## src/rtl/mtep_pkg.sv

```systemverilog
package mtep_pkg;

	// Field widths
	localparam int LEN_W = 28;
	localparam int MAX_LENGTH_BYTES = 4;
	localparam int LEN_CNT_W = 3;
	localparam logic [LEN_CNT_W-1:0] MAX_CNT = LEN_CNT_W'(MAX_LENGTH_BYTES);

	// Byte queue between front and back
	localparam int QUEUE_DEPTH = 4;
	localparam int QPTR_W = $clog2(QUEUE_DEPTH);

	// Result kinds
	localparam logic [2:0] KIND_CHANNEL = 3'd0;
	localparam logic [2:0] KIND_SYSEX = 3'd1;
	localparam logic [2:0] KIND_META = 3'd2;
	localparam logic [2:0] KIND_PAYLOAD = 3'd3;
	localparam logic [2:0] KIND_ERROR = 3'd4;

	// Error codes
	localparam logic [1:0] ERR_TOO_LONG = 2'd0;
	localparam logic [1:0] ERR_UNKNOWN_STATUS = 2'd1;
	localparam logic [1:0] ERR_EARLY_END = 2'd2;

	// Special status and meta codes
	localparam logic [7:0] STATUS_SYSEX = 8'hF0;
	localparam logic [7:0] STATUS_ESCAPE = 8'hF7;
	localparam logic [7:0] STATUS_META = 8'hFF;
	localparam logic [7:0] META_END_OF_TRACK = 8'h2F;

	typedef enum logic [3:0] {
		PH_DELTA,
		PH_STATUS,
		PH_PARAM1,
		PH_PARAM2,
		PH_SYSLEN,
		PH_METATYPE,
		PH_METALEN,
		PH_PAYLOAD,
		PH_DONE,
		PH_ERROR
	} phase_t;

	typedef enum logic [1:0] {
		SC_CHANNEL,
		SC_SYSEX,
		SC_META,
		SC_UNKNOWN
	} sclass_t;

	// One classified byte transaction
	typedef struct packed {
		logic [7:0] data;
		logic track_start;
		logic data_end;
		logic is_data;
		sclass_t sclass;
	} qent_t;

	// One result transaction
	typedef struct packed {
		logic [2:0] kind;
		logic [LEN_W-1:0] delta_ticks;
		logic [7:0] status_byte;
		logic [3:0] channel;
		logic [7:0] first_value;
		logic [7:0] second_value;
		logic [LEN_W-1:0] payload_length;
		logic last;
		logic end_of_track;
		logic [1:0] error_code;
	} result_t;

	// Class of a byte taken as a status byte
	function automatic sclass_t status_class(input logic [7:0] st);
		sclass_t c;
		if (st[7] && st[7:4] != 4'hF)
			c = SC_CHANNEL;
		else if (st == STATUS_SYSEX || st == STATUS_ESCAPE)
			c = SC_SYSEX;
		else if (st == STATUS_META)
			c = SC_META;
		else
			c = SC_UNKNOWN;
		return c;
	endfunction

	// Note off/on, poly pressure, controller and pitch bend carry two parameters
	function automatic logic two_params(input logic [7:0] st);
		logic r;
		case (st[7:4])
			4'h8, 4'h9, 4'hA, 4'hB, 4'hE: r = 1'b1;
			default: r = 1'b0;
		endcase
		return r;
	endfunction

	// Shift seven more bits into a variable-length quantity
	function automatic logic [LEN_W-1:0] vlq_shift(input logic [LEN_W-1:0] acc,
			input logic [7:0] b);
		return {acc[LEN_W-8:0], b[6:0]};
	endfunction

endpackage

```

## src/rtl/mtep_front.sv

```systemverilog
module mtep_front (
	input  logic byte_valid,
	output logic byte_ready,
	input  logic [7:0] data_byte,
	input  logic track_start,
	input  logic data_end,
	output logic push,
	output mtep_pkg::qent_t push_ent,
	input  logic queue_ready
);
	import mtep_pkg::*;

	// Accept whenever the queue has room
	assign byte_ready = queue_ready;
	assign push = byte_valid & queue_ready;

	// Classify the byte once, before it enters the queue
	always_comb begin
		push_ent.data = data_byte;
		push_ent.track_start = track_start;
		push_ent.data_end = data_end;
		push_ent.is_data = ~data_byte[7];
		push_ent.sclass = status_class(data_byte);
	end

endmodule

```

## src/rtl/mtep_queue.sv

```systemverilog
module mtep_queue (
	input  logic clk,
	input  logic arst_n,
	input  logic push,
	input  mtep_pkg::qent_t push_ent,
	output logic push_ready,
	output logic pop_valid,
	output mtep_pkg::qent_t pop_ent,
	input  logic pop
);
	import mtep_pkg::*;

	qent_t ent_q [QUEUE_DEPTH];
	logic [QPTR_W-1:0] wr_ptr_q;
	logic [QPTR_W-1:0] rd_ptr_q;
	logic [QPTR_W:0] count_q;
	logic do_push;
	logic do_pop;

	assign push_ready = (count_q != (QPTR_W+1)'(QUEUE_DEPTH));
	assign pop_valid = (count_q != '0);
	assign pop_ent = ent_q[rd_ptr_q];
	assign do_push = push & push_ready;
	assign do_pop = pop & pop_valid;

	// Pointers and fill count
	always_ff @(posedge clk or negedge arst_n) begin
		if (!arst_n) begin
			wr_ptr_q <= '0;
			rd_ptr_q <= '0;
			count_q <= '0;
		end else begin
			if (do_push)
				wr_ptr_q <= wr_ptr_q + 1'b1;
			if (do_pop)
				rd_ptr_q <= rd_ptr_q + 1'b1;
			if (do_push && !do_pop)
				count_q <= count_q + 1'b1;
			else if (!do_push && do_pop)
				count_q <= count_q - 1'b1;
		end
	end

	// Entry storage
	always_ff @(posedge clk) begin
		if (do_push)
			ent_q[wr_ptr_q] <= push_ent;
	end

endmodule

```

## src/rtl/mtep_back.sv

```systemverilog
module mtep_back (
	input  logic clk,
	input  logic arst_n,
	input  logic q_valid,
	input  mtep_pkg::qent_t q_ent,
	output logic q_pop,
	output logic res_valid,
	input  logic res_ready,
	output mtep_pkg::result_t res
);
	import mtep_pkg::*;

	phase_t phase_q, phase_d, ph_e;
	logic [7:0] rs_q, rs_d, rs_e;
	logic [7:0] cs_q, cs_d, cs_e;
	logic [LEN_W-1:0] acc_q, acc_d, acc_e;
	logic [LEN_CNT_W-1:0] cnt_q, cnt_d, cnt_e;
	logic [LEN_W-1:0] hd_q, hd_d, hd_e;
	logic [7:0] hp_q, hp_d, hp_e;
	logic [7:0] hmt_q, hmt_d, hmt_e;
	logic [LEN_W-1:0] br_q, br_d, br_e;
	logic res_valid_q;
	result_t res_q, res_d;
	logic res_v;
	logic advance;
	logic ts;
	logic [7:0] b;

	// Consume one queued byte whenever the output register is free or draining
	assign advance = q_valid & (~res_valid_q | res_ready);
	assign q_pop = advance;
	assign res_valid = res_valid_q;
	assign res = res_q;

	// Track start clears the parser before the byte is used
	assign ts = q_ent.track_start;
	assign b = q_ent.data;
	assign ph_e = ts ? PH_DELTA : phase_q;
	assign rs_e = ts ? '0 : rs_q;
	assign cs_e = ts ? '0 : cs_q;
	assign acc_e = ts ? '0 : acc_q;
	assign cnt_e = ts ? '0 : cnt_q;
	assign hd_e = ts ? '0 : hd_q;
	assign hp_e = ts ? '0 : hp_q;
	assign hmt_e = ts ? '0 : hmt_q;
	assign br_e = ts ? '0 : br_q;

	// Parser state register
	always_ff @(posedge clk or negedge arst_n) begin
		if (!arst_n) begin
			phase_q <= PH_DELTA;
			rs_q <= '0;
			cs_q <= '0;
			acc_q <= '0;
			cnt_q <= '0;
			hd_q <= '0;
			hp_q <= '0;
			hmt_q <= '0;
			br_q <= '0;
		end else if (advance) begin
			phase_q <= phase_d;
			rs_q <= rs_d;
			cs_q <= cs_d;
			acc_q <= acc_d;
			cnt_q <= cnt_d;
			hd_q <= hd_d;
			hp_q <= hp_d;
			hmt_q <= hmt_d;
			br_q <= br_d;
		end
	end

	// Output register
	always_ff @(posedge clk or negedge arst_n) begin
		if (!arst_n) begin
			res_valid_q <= 1'b0;
		end else if (advance) begin
			res_valid_q <= res_v;
		end else if (res_ready) begin
			res_valid_q <= 1'b0;
		end
	end

	always_ff @(posedge clk) begin
		if (advance && res_v)
			res_q <= res_d;
	end

	// Next state and result for one byte
	always_comb begin
		phase_t bph;
		logic [7:0] bcs;
		logic [LEN_W-1:0] bacc;
		logic [LEN_CNT_W-1:0] bcnt;
		logic do_body;
		logic [7:0] st;
		sclass_t st_cls;
		logic [LEN_W-1:0] vacc;
		logic [LEN_CNT_W-1:0] vcnt;
		logic blk_emit;
		logic final_blk;
		logic meta;

		phase_d = ph_e;
		rs_d = rs_e;
		cs_d = cs_e;
		acc_d = acc_e;
		cnt_d = cnt_e;
		hd_d = hd_e;
		hp_d = hp_e;
		hmt_d = hmt_e;
		br_d = br_e;
		bph = ph_e;
		bcs = cs_e;
		bacc = acc_e;
		bcnt = cnt_e;
		do_body = 1'b0;
		st = b;
		st_cls = q_ent.sclass;
		vacc = '0;
		vcnt = '0;
		blk_emit = 1'b0;
		final_blk = 1'b0;
		meta = 1'b0;
		res_d = '0;
		res_v = 1'b0;

		if (q_ent.data_end) begin
			// End of data before the track finished
			if (ph_e != PH_DONE && ph_e != PH_ERROR) begin
				if (ph_e == PH_DELTA && cnt_e != '0)
					hd_d = '0;
				phase_d = PH_ERROR;
				res_v = 1'b1;
				res_d.kind = KIND_ERROR;
				res_d.status_byte = cs_e;
				res_d.delta_ticks = hd_d;
				res_d.last = 1'b1;
				res_d.error_code = ERR_EARLY_END;
			end
		end else begin
			case (ph_e)
				PH_DELTA: begin
					if (cnt_e == '0) begin
						hd_d = '0;
						cs_d = '0;
						hmt_d = '0;
					end
					vacc = vlq_shift(acc_e, b);
					vcnt = cnt_e + 1'b1;
					acc_d = vacc;
					cnt_d = vcnt;
					if (!b[7]) begin
						hd_d = vacc;
						phase_d = PH_STATUS;
					end else if (vcnt >= MAX_CNT) begin
						phase_d = PH_ERROR;
						res_v = 1'b1;
						res_d.kind = KIND_ERROR;
						res_d.status_byte = cs_d;
						res_d.delta_ticks = hd_d;
						res_d.last = 1'b1;
						res_d.error_code = ERR_TOO_LONG;
					end
				end
				PH_STATUS: begin
					// Running status: a data byte reuses the last status
					if (q_ent.is_data) begin
						st = rs_e;
						st_cls = status_class(rs_e);
					end else begin
						rs_d = b;
					end
					cs_d = st;
					bcs = st;
					case (st_cls)
						SC_CHANNEL: bph = PH_PARAM1;
						SC_SYSEX: begin
							bph = PH_SYSLEN;
							bacc = '0;
							bcnt = '0;
						end
						SC_META: bph = PH_METATYPE;
						default: bph = PH_ERROR;
					endcase
					if (st_cls == SC_UNKNOWN) begin
						phase_d = PH_ERROR;
						res_v = 1'b1;
						res_d.kind = KIND_ERROR;
						res_d.status_byte = st;
						res_d.delta_ticks = hd_e;
						res_d.last = 1'b1;
						res_d.error_code = ERR_UNKNOWN_STATUS;
					end else begin
						phase_d = bph;
						acc_d = bacc;
						cnt_d = bcnt;
						do_body = q_ent.is_data;
					end
				end
				PH_DONE, PH_ERROR: begin
				end
				default: do_body = 1'b1;
			endcase

			// Bytes after the status
			if (do_body) begin
				case (bph)
					PH_PARAM1: begin
						hp_d = b;
						if (two_params(bcs)) begin
							phase_d = PH_PARAM2;
						end else begin
							phase_d = PH_DELTA;
							acc_d = '0;
							cnt_d = '0;
							res_v = 1'b1;
							res_d.kind = KIND_CHANNEL;
							res_d.delta_ticks = hd_e;
							res_d.status_byte = {bcs[7:4], 4'h0};
							res_d.channel = bcs[3:0];
							res_d.first_value = b;
							res_d.last = 1'b1;
						end
					end
					PH_PARAM2: begin
						phase_d = PH_DELTA;
						acc_d = '0;
						cnt_d = '0;
						res_v = 1'b1;
						res_d.kind = KIND_CHANNEL;
						res_d.delta_ticks = hd_e;
						res_d.status_byte = {bcs[7:4], 4'h0};
						res_d.channel = bcs[3:0];
						res_d.first_value = hp_e;
						res_d.second_value = b;
						res_d.last = 1'b1;
					end
					PH_METATYPE: begin
						hmt_d = b;
						phase_d = PH_METALEN;
						acc_d = '0;
						cnt_d = '0;
					end
					PH_SYSLEN, PH_METALEN: begin
						vacc = vlq_shift(bacc, b);
						vcnt = bcnt + 1'b1;
						acc_d = vacc;
						cnt_d = vcnt;
						if (b[7]) begin
							if (vcnt >= MAX_CNT) begin
								phase_d = PH_ERROR;
								res_v = 1'b1;
								res_d.kind = KIND_ERROR;
								res_d.status_byte = bcs;
								res_d.delta_ticks = hd_e;
								res_d.last = 1'b1;
								res_d.error_code = ERR_TOO_LONG;
							end
						end else begin
							br_d = vacc;
							meta = (bph == PH_METALEN);
							final_blk = (vacc == '0);
							if (!final_blk)
								phase_d = PH_PAYLOAD;
							blk_emit = 1'b1;
							res_d.kind = meta ? KIND_META : KIND_SYSEX;
							res_d.first_value = meta ? hmt_e : 8'h00;
							res_d.payload_length = vacc;
						end
					end
					PH_PAYLOAD: begin
						br_d = br_e - 1'b1;
						final_blk = (br_d == '0);
						blk_emit = 1'b1;
						res_d.kind = KIND_PAYLOAD;
						res_d.first_value = b;
					end
					default: phase_d = PH_ERROR;
				endcase

				// Header or payload result, closing the event on its final byte
				if (blk_emit) begin
					res_v = 1'b1;
					res_d.status_byte = bcs;
					res_d.delta_ticks = hd_e;
					res_d.last = final_blk;
					if (final_blk) begin
						if (bcs == STATUS_META && hmt_d == META_END_OF_TRACK) begin
							res_d.end_of_track = 1'b1;
							phase_d = PH_DONE;
						end else begin
							phase_d = PH_DELTA;
							acc_d = '0;
							cnt_d = '0;
						end
					end
				end
			end
		end
	end

endmodule

```

## src/rtl/midi_track_event_parser.sv

```systemverilog
// Track event parser for a MIDI file: takes one byte of track event data per
// transaction and gives at most one result transaction per byte (channel event,
// SysEx or meta header, payload byte, or error). Bytes are taken one per clock
// cycle: the parser decides each byte combinationally, so throughput is one
// byte per cycle as long as results are taken. A four-entry byte queue
// separates the byte input from the parser, and a result register separates
// the parser from the result output, so either side may stall on its own. Each
// byte is registered in the queue, and its result in the result register.
module midi_track_event_parser (
	input  logic clk,
	input  logic arst_n,
	input  logic byte_valid,
	output logic byte_ready,
	input  logic [7:0] data_byte,
	input  logic track_start,
	input  logic data_end,
	output logic event_valid,
	input  logic event_ready,
	output logic [2:0] kind,
	output logic [mtep_pkg::LEN_W-1:0] delta_ticks,
	output logic [7:0] status_byte,
	output logic [3:0] channel,
	output logic [7:0] first_value,
	output logic [7:0] second_value,
	output logic [mtep_pkg::LEN_W-1:0] payload_length,
	output logic last,
	output logic end_of_track,
	output logic [1:0] error_code
);
	import mtep_pkg::*;

	logic push;
	qent_t push_ent;
	logic queue_ready;
	logic q_valid;
	qent_t q_ent;
	logic q_pop;
	result_t res;

	// Accept and classify
	mtep_front u_front (
		.byte_valid (byte_valid),
		.byte_ready (byte_ready),
		.data_byte  (data_byte),
		.track_start(track_start),
		.data_end   (data_end),
		.push       (push),
		.push_ent   (push_ent),
		.queue_ready(queue_ready)
	);

	// Byte queue
	mtep_queue u_queue (
		.clk       (clk),
		.arst_n    (arst_n),
		.push      (push),
		.push_ent  (push_ent),
		.push_ready(queue_ready),
		.pop_valid (q_valid),
		.pop_ent   (q_ent),
		.pop       (q_pop)
	);

	// Parser and result register
	mtep_back u_back (
		.clk      (clk),
		.arst_n   (arst_n),
		.q_valid  (q_valid),
		.q_ent    (q_ent),
		.q_pop    (q_pop),
		.res_valid(event_valid),
		.res_ready(event_ready),
		.res      (res)
	);

	// Result fields to ports
	assign kind = res.kind;
	assign delta_ticks = res.delta_ticks;
	assign status_byte = res.status_byte;
	assign channel = res.channel;
	assign first_value = res.first_value;
	assign second_value = res.second_value;
	assign payload_length = res.payload_length;
	assign last = res.last;
	assign end_of_track = res.end_of_track;
	assign error_code = res.error_code;

endmodule

```

## config.mk

```make
export PLATFORM = sky130hd
export DESIGN_NAME = midi_track_event_parser
export DESIGN_NICKNAME = d
export VERILOG_FILES = /design/src/rtl/mtep_pkg.sv /design/src/rtl/mtep_front.sv /design/src/rtl/mtep_queue.sv /design/src/rtl/mtep_back.sv /design/src/rtl/midi_track_event_parser.sv
export SDC_FILE = /design/constraint.sdc
export NUM_CORES = 1
export LEC_CHECK = 0
export ABC_AREA = 1
export BUFFER_PORTS_ARGS = -buffer_cell sky130_fd_sc_hd__buf_2
export CAP_MARGIN = 10
export CORE_MARGIN = 1
export CORE_UTILIZATION = 55
export CTS_BUF_LIST = sky130_fd_sc_hd__clkbuf_4 sky130_fd_sc_hd__clkbuf_8 sky130_fd_sc_hd__clkbuf_16
export DETAILED_ROUTE_END_ITERATION = 8
export PLACE_DENSITY_LB_ADDON = 0.15
export SYNTH_ARGS = -nofsm -noshare
export SYNTH_HDL_FRONTEND = slang
export SYNTH_SLANG_ARGS = --single-unit
```

## constraint.sdc

```tcl
create_clock -name clk -period 24.4 [get_ports clk]
set_input_delay 4.88 -clock clk [delete_from_list [all_inputs] [get_ports clk]]
set_output_delay 4.88 -clock clk [all_outputs]
set_load 0.05 [all_outputs]
```

== Word level (Yosys, flattened, before mapping) ==
Memory sizes are Yosys's and may differ from the RTL's.
Cells that the tools add are included.

* Output and inout bits: 93
* Input port bits: 14
* Memories: 1
* Register bits after elaboration: 222
* RAM bits: 52
* Word-level logic and storage cells: 264

{| class="wikitable"
|+ Memory list
! name !! words !! width !! read ports !! clocked after memory_dff !! write ports !! RTL line !! text
|-
| u_queue.ent_q || 4 || 13 || 1 || 0 || 1 || mtep_queue.sv:13 || <nowiki>qent_t ent_q [QUEUE_DEPTH];</nowiki>
|}

* Reductions and logical operators: 29
* Order comparisons: 2
* Eq/ne operators: 30
* $add $sub $neg: 7
* Mux-type cells: 160
* Bitwise operators: 12

{| class="wikitable"
|+ Operator list
! cell !! count
|-
| 28-bit two-way mux || 24
|-
| 39-bit two-way mux || 6
|-
| 8-bit two-way mux || 28
|-
| 28-bit one-hot mux with 2 select lines || 2
|-
| 36-bit one-hot mux with 3 select lines || 1
|-
| 91-bit two-way mux || 1
|-
| 28-bit one-hot mux with 3 select lines || 1
|-
| 39-bit one-hot mux with 2 select lines || 1
|-
| 36-bit two-way mux || 2
|-
| 4-bit two-way mux || 15
|-
| 8-bit == test, second input constant || 7
|-
| 28-bit zero test || 2
|-
| 51-bit two-way mux || 1
|-
| 21-bit two-way mux || 2
|-
| 3-bit two-way mux || 14
|-
| 1-bit two-way mux || 32
|-
| 2-bit two-way mux || 16
|-
| 8-bit one-hot mux with 4 select lines || 1
|-
| 4-bit == test, second input constant || 7
|-
| 28-bit by 1-bit subtractor with 28-bit output, second input constant || 1
|-
| 4-bit one-hot mux with 5 select lines || 1
|-
| 4-bit by 3-bit == test with 1-bit output, second input constant || 4
|-
| 4-bit != test, second input constant || 4
|-
| 4-bit one-hot mux with 2 select lines || 2
|-
| other kinds (32) || 65
|}

== Longest topological paths before layout ==
Gate-level depths: netlist of run 1.
An unclocked memory read counts as a cell.

* Depth in word-level cells: 24
* Mapped depth: 33
* Mapped depth without buffers: 29

== Hierarchy ==
A second synthesis of run 1 with hierarchy kept.

* Cells, all modules: 2180
* Area total of the unflattened synthesis: 16366.9 µm²

{| class="wikitable"
|+ Modules (own cells, without submodules)
! module !! seq. area each (µm²) !! area an instance (µm²) !! cells an instance !! times used
|-
| mtep_back || 5660.4 || 13649.3 || 1937 || 1
|-
| mtep_queue || 1736.7 || 2542.4 || 210 || 1
|-
| mtep_front || 0.0 || 175.2 || 33 || 1
|}

== Worst setup path before layout of run 1 ==
Ideal clock, no wire load.

* Path type: input -> register
* Start: input port event_ready
* End: register u_back.res_q, in the netlist u_back.res[0], enable pin
* Path buffers: 2
* Stages on the path: 6
* Library setup time: 541 ps
* Arrival time: 9423 ps
* Data required time: 23859 ps
* Setup slack: 14436 ps
* Path through: nor2_1 a31oi_1 inv_2 clkbuf_1 clkbuf_1 nor2_1

* Word-level cells in the longest chain between the ends: 3

{| class="wikitable"
|+ Ends and longest elaborated chain
! element !! RTL line !! text
|-
| start: declaration || midi_track_event_parser.sv:18 || <nowiki>input logic event_ready,</nowiki>
|-
| 1-bit OR || mtep_back.sv:30 || <nowiki>assign advance = q_valid & (~res_valid_q | res_ready);</nowiki>
|-
| 1-bit bitwise AND || mtep_back.sv:30 ||
|-
| 1-bit logical AND || mtep_back.sv:85 || <nowiki>if (advance && res_v)</nowiki>
|-
| end signal: assignment || mtep_back.sv:86 || <nowiki>res_q <= res_d;</nowiki>
|-
| end: declaration || mtep_back.sv:23 || <nowiki>result_t res_q, res_d;</nowiki>
|}

No other way between the ends.
A chain may end at the register's enable or synchronous reset.

== Worst setup path after layout of run 1 ==
* Start: input port event_ready
* End: register u_back.hmt_q[5]

* Word-level cells in the longest chain between the ends: 2

{| class="wikitable"
|+ Ends and longest elaborated chain
! element !! RTL line !! text
|-
| 1-bit OR || mtep_back.sv:30 ||
|-
| 1-bit bitwise AND || mtep_back.sv:30 ||
|-
| end signal: assignment || mtep_back.sv:68 || <nowiki>hmt_q <= hmt_d;</nowiki>
|-
| end: declaration || mtep_back.sv:20 || <nowiki>logic [7:0] hmt_q, hmt_d, hmt_e;</nowiki>
|}

No other way between the ends.

==> metrics.cfg, run 1 <==
[run_status]
status = finished, final reports clean

[timing]
timing.final.crit_share_pct = 32.79
finalSetupTns_ns = 0
final.setup_skew_ns = 0.01373
setup_viol = 0
timing.fmax_mhz = 125.0
grt_setup_unrepaired = no
finalMaxSlewViolations = 0
period_minus_slack_ns = 8.000
finalHoldViolCount = 0
slew_headroom_pct = 25.48
worstMarginPinSlew_ns = 1.114

[grt]
grt_max_degree = 87
grt_pass1_wl_mm = 80.85
grt_pass1_vias = 14810
antenna_found_initial = 0
grtUsageTotal_pct = 33.48
grt_overflow = 0

[logic_synthesis]
synth_edf_count = 143
ys.flop_type = edfxtp_1
yosysSeqAreaShare_pct = 44.75
synth_top_cell_by_area = edfxtp_1
synth_common_cells = nand2_1, nor2_1, inv_1, edfxtp_1, o21ai_0
async_flop_share_pct = 46.44
synth_area_mm2 = 0.01653
yosys_warnings = 0
synthTopCellsByArea = edfxtp_1, dfrtp_1, nand2_1
synthCells = 2240
synth_nets = 2271
synth_most_common_cell = nand2_1
yosysTopAreaCellShare_pct = 25.98
ys_ff_latch = 267
synth.avg_cell_area_um2 = 7.380
yosysUniqueCellTypes = 56

[final_layout]
syn2layout_area_growth_pct = 10.41
drive_gt1_share_pct = 10.49
nets = 2324
antennaDiodeCount = 0
finalNonFillerCells = 2707
utilization_pct = 61.58

[placement]
hpwl_mm = 34.39
port_buffers = 106
dp_cells = 2651
routabilityCongestion = 0.9513

[worst_setup_path]
rr_worst_depth = 18
rrSetupSlack_ns = 17.42
worstPathMaxFanout = 69
start_kind = primary input
r2r-start = u_queue.rd_ptr_q[1]
worst-setup-path-type = primary input to flop
rr_endpoint = u_back.res[12]
arrival_ns = 8.44
worstPathRequired_ns = 24.84
worstSetupEndpointType = flop

[clock_tree]
cts_resized = 0
cts_tree = done
h-tree-depth = 1
clk_pin_slew_ns = 0.06
cts_max_path_buffers = 3
insertion_delay_ns = 0.57
cts_buffers = 30
root_buffer = clkbuf_16
cts_setup_buffers = 0
cts.sinks = 267
postCtsHoldBufs = 0

[die]
rows = 63
coreArea_mm2 = 0.02964
die_x_um = 175.4
fp.dieH_um = 175.4
initial_utilization_pct = 55.78
die-area_mm2 = 0.03075
ioPinCount = 107

[hold_path]
worstHoldPathType = flop to flop
min_to = u_back.acc_q[0]
hold_start = u_back.acc_q[0]
holdPathStages = 2

[route]
via_per_inst = 5.955
vias = 16120
drc = 0
drt_wl_total_mm = 52.05
firstDrtPassIters = 6
antenna_left = 0
wl_per_cell_um = 19.23
drt_iter0_drc = 1800

[job]
max_cap_violations = 0

==> flip-flops by register name, summed over array words and instances (netlist names) <==
register          count
u_queue.wr_ptr_q      2
u_back.hp_q           8
u_back.phase_q        4
u_back.hmt_q          8
u_back.cnt_q          3
u_queue.ent_q        52
u_back.cs_q           8
u_queue.count_q       3
u_back.hd_q          28
u_back.rs_q           8
u_back.br_q          28
u_back.res_valid      1
u_back.acc_q         21
u_queue.rd_ptr_q      2
u_back.res           91
==> per-layer routing <==
metal / GRT usage [%] / wire length [um]
met5: 0 / 0
met4: 14.24 / 2238
met3: 4.351 / 4487
met2: 53.13 / 23690
met1: 46.23 / 21640
==> kinds of logic (layout without fill, tap and decap cells) <==
group / after synthesis / count (layout) / synth area share [%]
AO/OA/AOI/OAI: 450 / 450 / 15.96
AND/OR/NAND/NOR: 1130 / 1130 / 28.47
XOR/XNOR: 12 / 12 / 0.6358
buffers and inverters: 364 / 441 / 8.848
flip-flops: 267 / 267 / 44.75
adder cells (fa/ha/maj): 17 / 17 / 1.332
==> worst max-delay path: stages <==
cell and delay (ns):
buf_2 0.10, nor2_1 0.06, a31oi_4 0.13, buf_4 0.65, clkinv_2 0.85, buf_4 0.62
a21oi_1 0.69, buf_4 0.29, o22ai_1 0.09
==> metrics by stage <==
stage / hold slack [ns] / worst slack (ns) / instance area, um2
finish: 0.4800 / 16.40 / 18250
global route: 0.5047 / 16.18 / 18250
CTS: 0.4812 / 16.57 / 18250
detailed placement: 0.4650 / 15.98 / 17260
global placement: 0.4619 / 16.02 / 17260
floorplan: 0.4488 / 14.44 / 16530
==> final cells by class <==
| cell class | instances | area (um2) |
|---|---|---|
| fill | 2698 | 11390 |
| multi-input combinational | 1609 | 7699 |
| sequential | 267 | 7397 |
| inverter | 254 | 954.7 |
| clock buffer | 39 | 848.3 |
| timing repair buffer | 131 | 724.4 |
| tap | 390 | 488.0 |
| clock inverter | 17 | 141.4 |
==> worst max-delay path by stage <==
stage                      startpoint               to  slack [ns]
after floorplan           event_ready    u_back.res[0]       14.44
after global placement    event_ready  u_back.hmt_q[3]       16.02
after detailed placement  event_ready  u_back.hmt_q[3]       15.98
after CTS                 event_ready   u_back.br_q[9]       16.57
after global routing      event_ready  u_back.hmt_q[5]       16.18
final                     event_ready  u_back.hmt_q[5]       16.40
==> cell usage in the layout, fill, tap and decap left out, drive strengths merged, types with 3 or more instances in the layout <==
cell,instances
a21oi,108
a221oi,11
a22oi,22
a31oi,22
a32oi,6
buf,131
clkbuf,39
clkinv,17
dfrtp,124
edfxtp,143
ha,16
inv,250
nand2,681
nand3,122
nand4,29
nor2,271
nor3,21
o211ai,6
o21ai,192
o221ai,16
o22ai,52
o2bb2ai,3
xnor2,3
xor2,9
Power of run 1 is left out: the tool's default activity adds up to more than one toggle a clock period on the data nets, which glitch-free logic cannot reach.
==> run 2: changes to the inputs <==
Settings changed: ABC_AREA 1 to 0.
Clock period 24.4 ns to 7.1 ns, I/O delays scaled along.
==> metrics.cfg, run 2 <==
[run_status]
status = finished, final reports clean

[grt]
grt_overflow = 0  ; unchanged
grt_max_degree = 91  ; +4.6%
grt_pass1_wl_mm = 57.83  ; -28%
antenna_found_initial = 0  ; unchanged
grt_pass1_vias = 10220  ; -31%
grtUsageTotal_pct = 30.17  ; -3.3 points

[logic_synthesis]
synth_nets = 1267  ; -44%
synth_area_mm2 = 0.01338  ; -19%
ys_ff_latch = 267  ; unchanged
synth_common_cells = edfxtp_1, dfrtp_1, nor2_1, nand2_1, o21ai_0
async_flop_share_pct = 46.44  ; unchanged
synth_top_cell_by_area = edfxtp_1
ys.flop_type = edfxtp_1
yosysUniqueCellTypes = 76  ; +36%
yosys_warnings = 0  ; unchanged
synth_edf_count = 143  ; unchanged
synth.avg_cell_area_um2 = 10.83  ; +47%
synthCells = 1236  ; -45%
synth_most_common_cell = edfxtp_1
yosysSeqAreaShare_pct = 55.28  ; +11 points
synthTopCellsByArea = edfxtp_1, dfrtp_1, a22o_1
yosysTopAreaCellShare_pct = 32.09  ; +6.1 points

[worst_setup_path]
rrSetupSlack_ns = 1.27  ; -16.15 ns
path_depth = 18  ; +9
crit_start = u_queue.rd_ptr_q[0]
start_kind = flop
cp_top_family = buffers and inverters
arrival_ns = 5.97  ; -2.47 ns
worstPathCellList = buf_4 -> mux2_2 -> buf_4 -> o211ai_1 -> mux2_2 -> inv_1 -> ha_1 -> nand2_1 -> nor3_1 -> nor2_1 -> ha_1 -> xnor2_1 -> a21oi_1 -> o21ai_0 -> nand3_1 -> o21ai_0 -> clkinv_2 -> buf_4
rr_endpoint = u_back.res[25]
worst-path-buf-inv = 5  ; unchanged
cp_common_cell = buf_4
r2r-start = u_queue.rd_ptr_q[0]
worstPathRequired_ns = 7.24  ; -17.60 ns
worstPathMaxFanout = 90  ; +30%
worst-setup-path-type = flop to flop
max_stage_delay_ns = 0.60  ; -0.25 ns
rr_worst_depth = 18  ; unchanged
worstSetupEndpointType = flop
crit_slowest_cell = nor3_1
worstSetupEndpoint = u_back.res[25]

[timing]
final.setup_skew_ns = 0.01697  ; +0.003240 ns
timing.final.crit_share_pct = 82.17
worstMarginPinSlew_ns = 1.154  ; +0.04046 ns
timing.fmax_mhz = 171.4
slew_headroom_pct = 23.06  ; -2.4 points
finalHoldViolCount = 0  ; unchanged
finalSetupTns_ns = 0  ; unchanged
setup_viol = 0  ; unchanged
period_minus_slack_ns = 5.834
whs_ns = 0.4916  ; +0.01166 ns
grt_setup_unrepaired = no
finalMaxSlewViolations = 0  ; unchanged
fin_ws_ns = 1.266  ; -15.13 ns

[die]
die-area_mm2 = 0.02496  ; -19%
ioPinCount = 107  ; unchanged
initial_utilization_pct = 56.50  ; +0.73 points
coreArea_mm2 = 0.02368  ; -20%
fp.dieH_um = 158.0  ; -9.9%
rows = 56  ; -11%
die_x_um = 158.0  ; -9.9%

[final_layout]
nets = 1339  ; -42%
stdcell_area_mm2 = 0.01521  ; -17%
syn2layout_area_growth_pct = 13.63
layout_commonest_cell = edfxtp_1
antennaDiodeCount = 0  ; unchanged
finalNonFillerCells = 1649  ; -39%
utilization_pct = 64.21  ; +2.6 points
drive_gt1_share_pct = 16.47  ; +6.0 points
layout_common_cells = edfxtp_1, dfrtp_1, nor2_1
nFillCells = 1902  ; -30%
largest_reg_flops = 91  ; unchanged

[route]
wl_per_cell_um = 22.28  ; +16%
via_per_inst = 6.546  ; +9.9%
drt_wl_total_mm = 36.74  ; -29%
firstDrtPassIters = 7  ; +1
drt_iter0_drc = 1417  ; -21%
drc = 0  ; unchanged
vias = 10790  ; -33%
antenna_left = 0  ; unchanged

[power]
finalPower_mw = 8.112
vdd_drop_max_mv = 0.3413
power_density_mw_per_mm2 = 533.5
cellLeakagePower_nw = 6.139

[clock_tree]
cts.sinks = 267  ; unchanged
root_buffer = clkbuf_16
clk_pin_slew_ns = 0.06  ; about the same
cts_buffers = 28  ; -6.7%
cts_tree = done
cts_max_path_buffers = 3  ; unchanged
insertion_delay_ns = 0.55  ; -0.02 ns
cts_resized = 0  ; unchanged
h-tree-depth = 1  ; unchanged
cts_setup_buffers = 0  ; unchanged
postCtsHoldBufs = 0  ; unchanged

[placement]
dp_cells = 1596  ; -40%
dpl_cell_area_mm2 = 0.01416  ; -18%
port_buffers = 106  ; unchanged
hpwl_mm = 23.79  ; -31%
routabilityCongestion = 0.9743  ; +2.4%
dp_slack_ns = 1.394  ; -14.58 ns

[hold_path]
worstHoldPathType = flop to flop
holdPathStages = 1  ; -1

[job]
max_cap_violations = 0  ; unchanged

## run 2: cell types whose count changed after synthesis, moves of 15 or more
| cell | change |
|---|---|
| a21o_1 | +17 |
| a21oi_1 | -47 |
| a22o_1 | +50 |
| a22oi_1 | +28 |
| and2_1 | +44 |
| and3_1 | +27 |
| buf_2 | -15 |
| inv_1 | -214 |
| nand2_1 | -578 |
| nand3_1 | -96 |
| nor2_1 | -143 |
| o21ai_0 | -61 |
| o21ai_1 | -37 |
| o22ai_1 | -41 |
## run 2: worst min path at each step
stage	startpoint	to
6_report	u_back.hd_q[25]	u_back.hd_q[25]
5_1_grt	u_back.hd_q[11]	u_back.hd_q[11]
4_1_cts	u_back.hd_q[14]	u_back.hd_q[14]
3_5_place_dp	u_back.hd_q[8]	u_back.hd_q[8]
3_3_place_gp	u_back.hd_q[22]	u_back.hd_q[22]
2_1_floorplan	u_back.hd_q[10]	u_back.hd_q[10]
## run 2: per-layer routing
layer	global-route usage, %	share of wire (%)	vias up
met1	44.39	43	5296
li1	-	-	4849
met5	0	0	-
met2	45.69	45	579
met4	8.562	2.2	0
met3	5.557	9.8	70
## run 2: cells by family after synthesis
kind of cell	Yosys count	share of synthesized area, %
xor gates and xnor gates	22	1.440
buffers and inverters	115	3.385
and+or+nand+nor	405	15.15
muxes	22	2.917
DFF	267	55.28
AOI/OAI and AO/OA	388	20.19
adders and majority gates	17	1.646
## run 2: layout make-up
class	count	area, um2	share of cell area [%]
clock inverters	20	289.0	1.901
multi-input cells	854	5548	36.48
repair buffers	133	733.2	4.822
well taps	319	399.1	2.625
flip-flops and latches	267	7397	48.65
inverters	24	91.34	0.6007
clock buffers	32	748.2	4.921
## run 2: worst register-to-register path, stage by stage (launching register included)
cell	delay (ns)
dfrtp_1	0.56
buf_4	0.31
mux2_2	0.21
buf_4	0.28
o211ai_1	0.13
mux2_2	0.32
inv_1	0.11
ha_1	0.28
nand2_1	0.07
nor3_1	0.60
nor2_1	0.09
ha_1	0.24
xnor2_1	0.34
a21oi_1	0.14
o21ai_0	0.34
nand3_1	0.15
o21ai_0	0.55
clkinv_2	0.14
buf_4	0.47
## run 2: power breakdown
part	total, mW	switching, mW	internal [mW]	leakage, nW
Clock	1.63	0.617	1.01	0.502
Sequential	2.58	0.339	2.24	3.04
Combinational	3.90	2.94	0.966	2.60
Power figures use the tool's default switching activity.
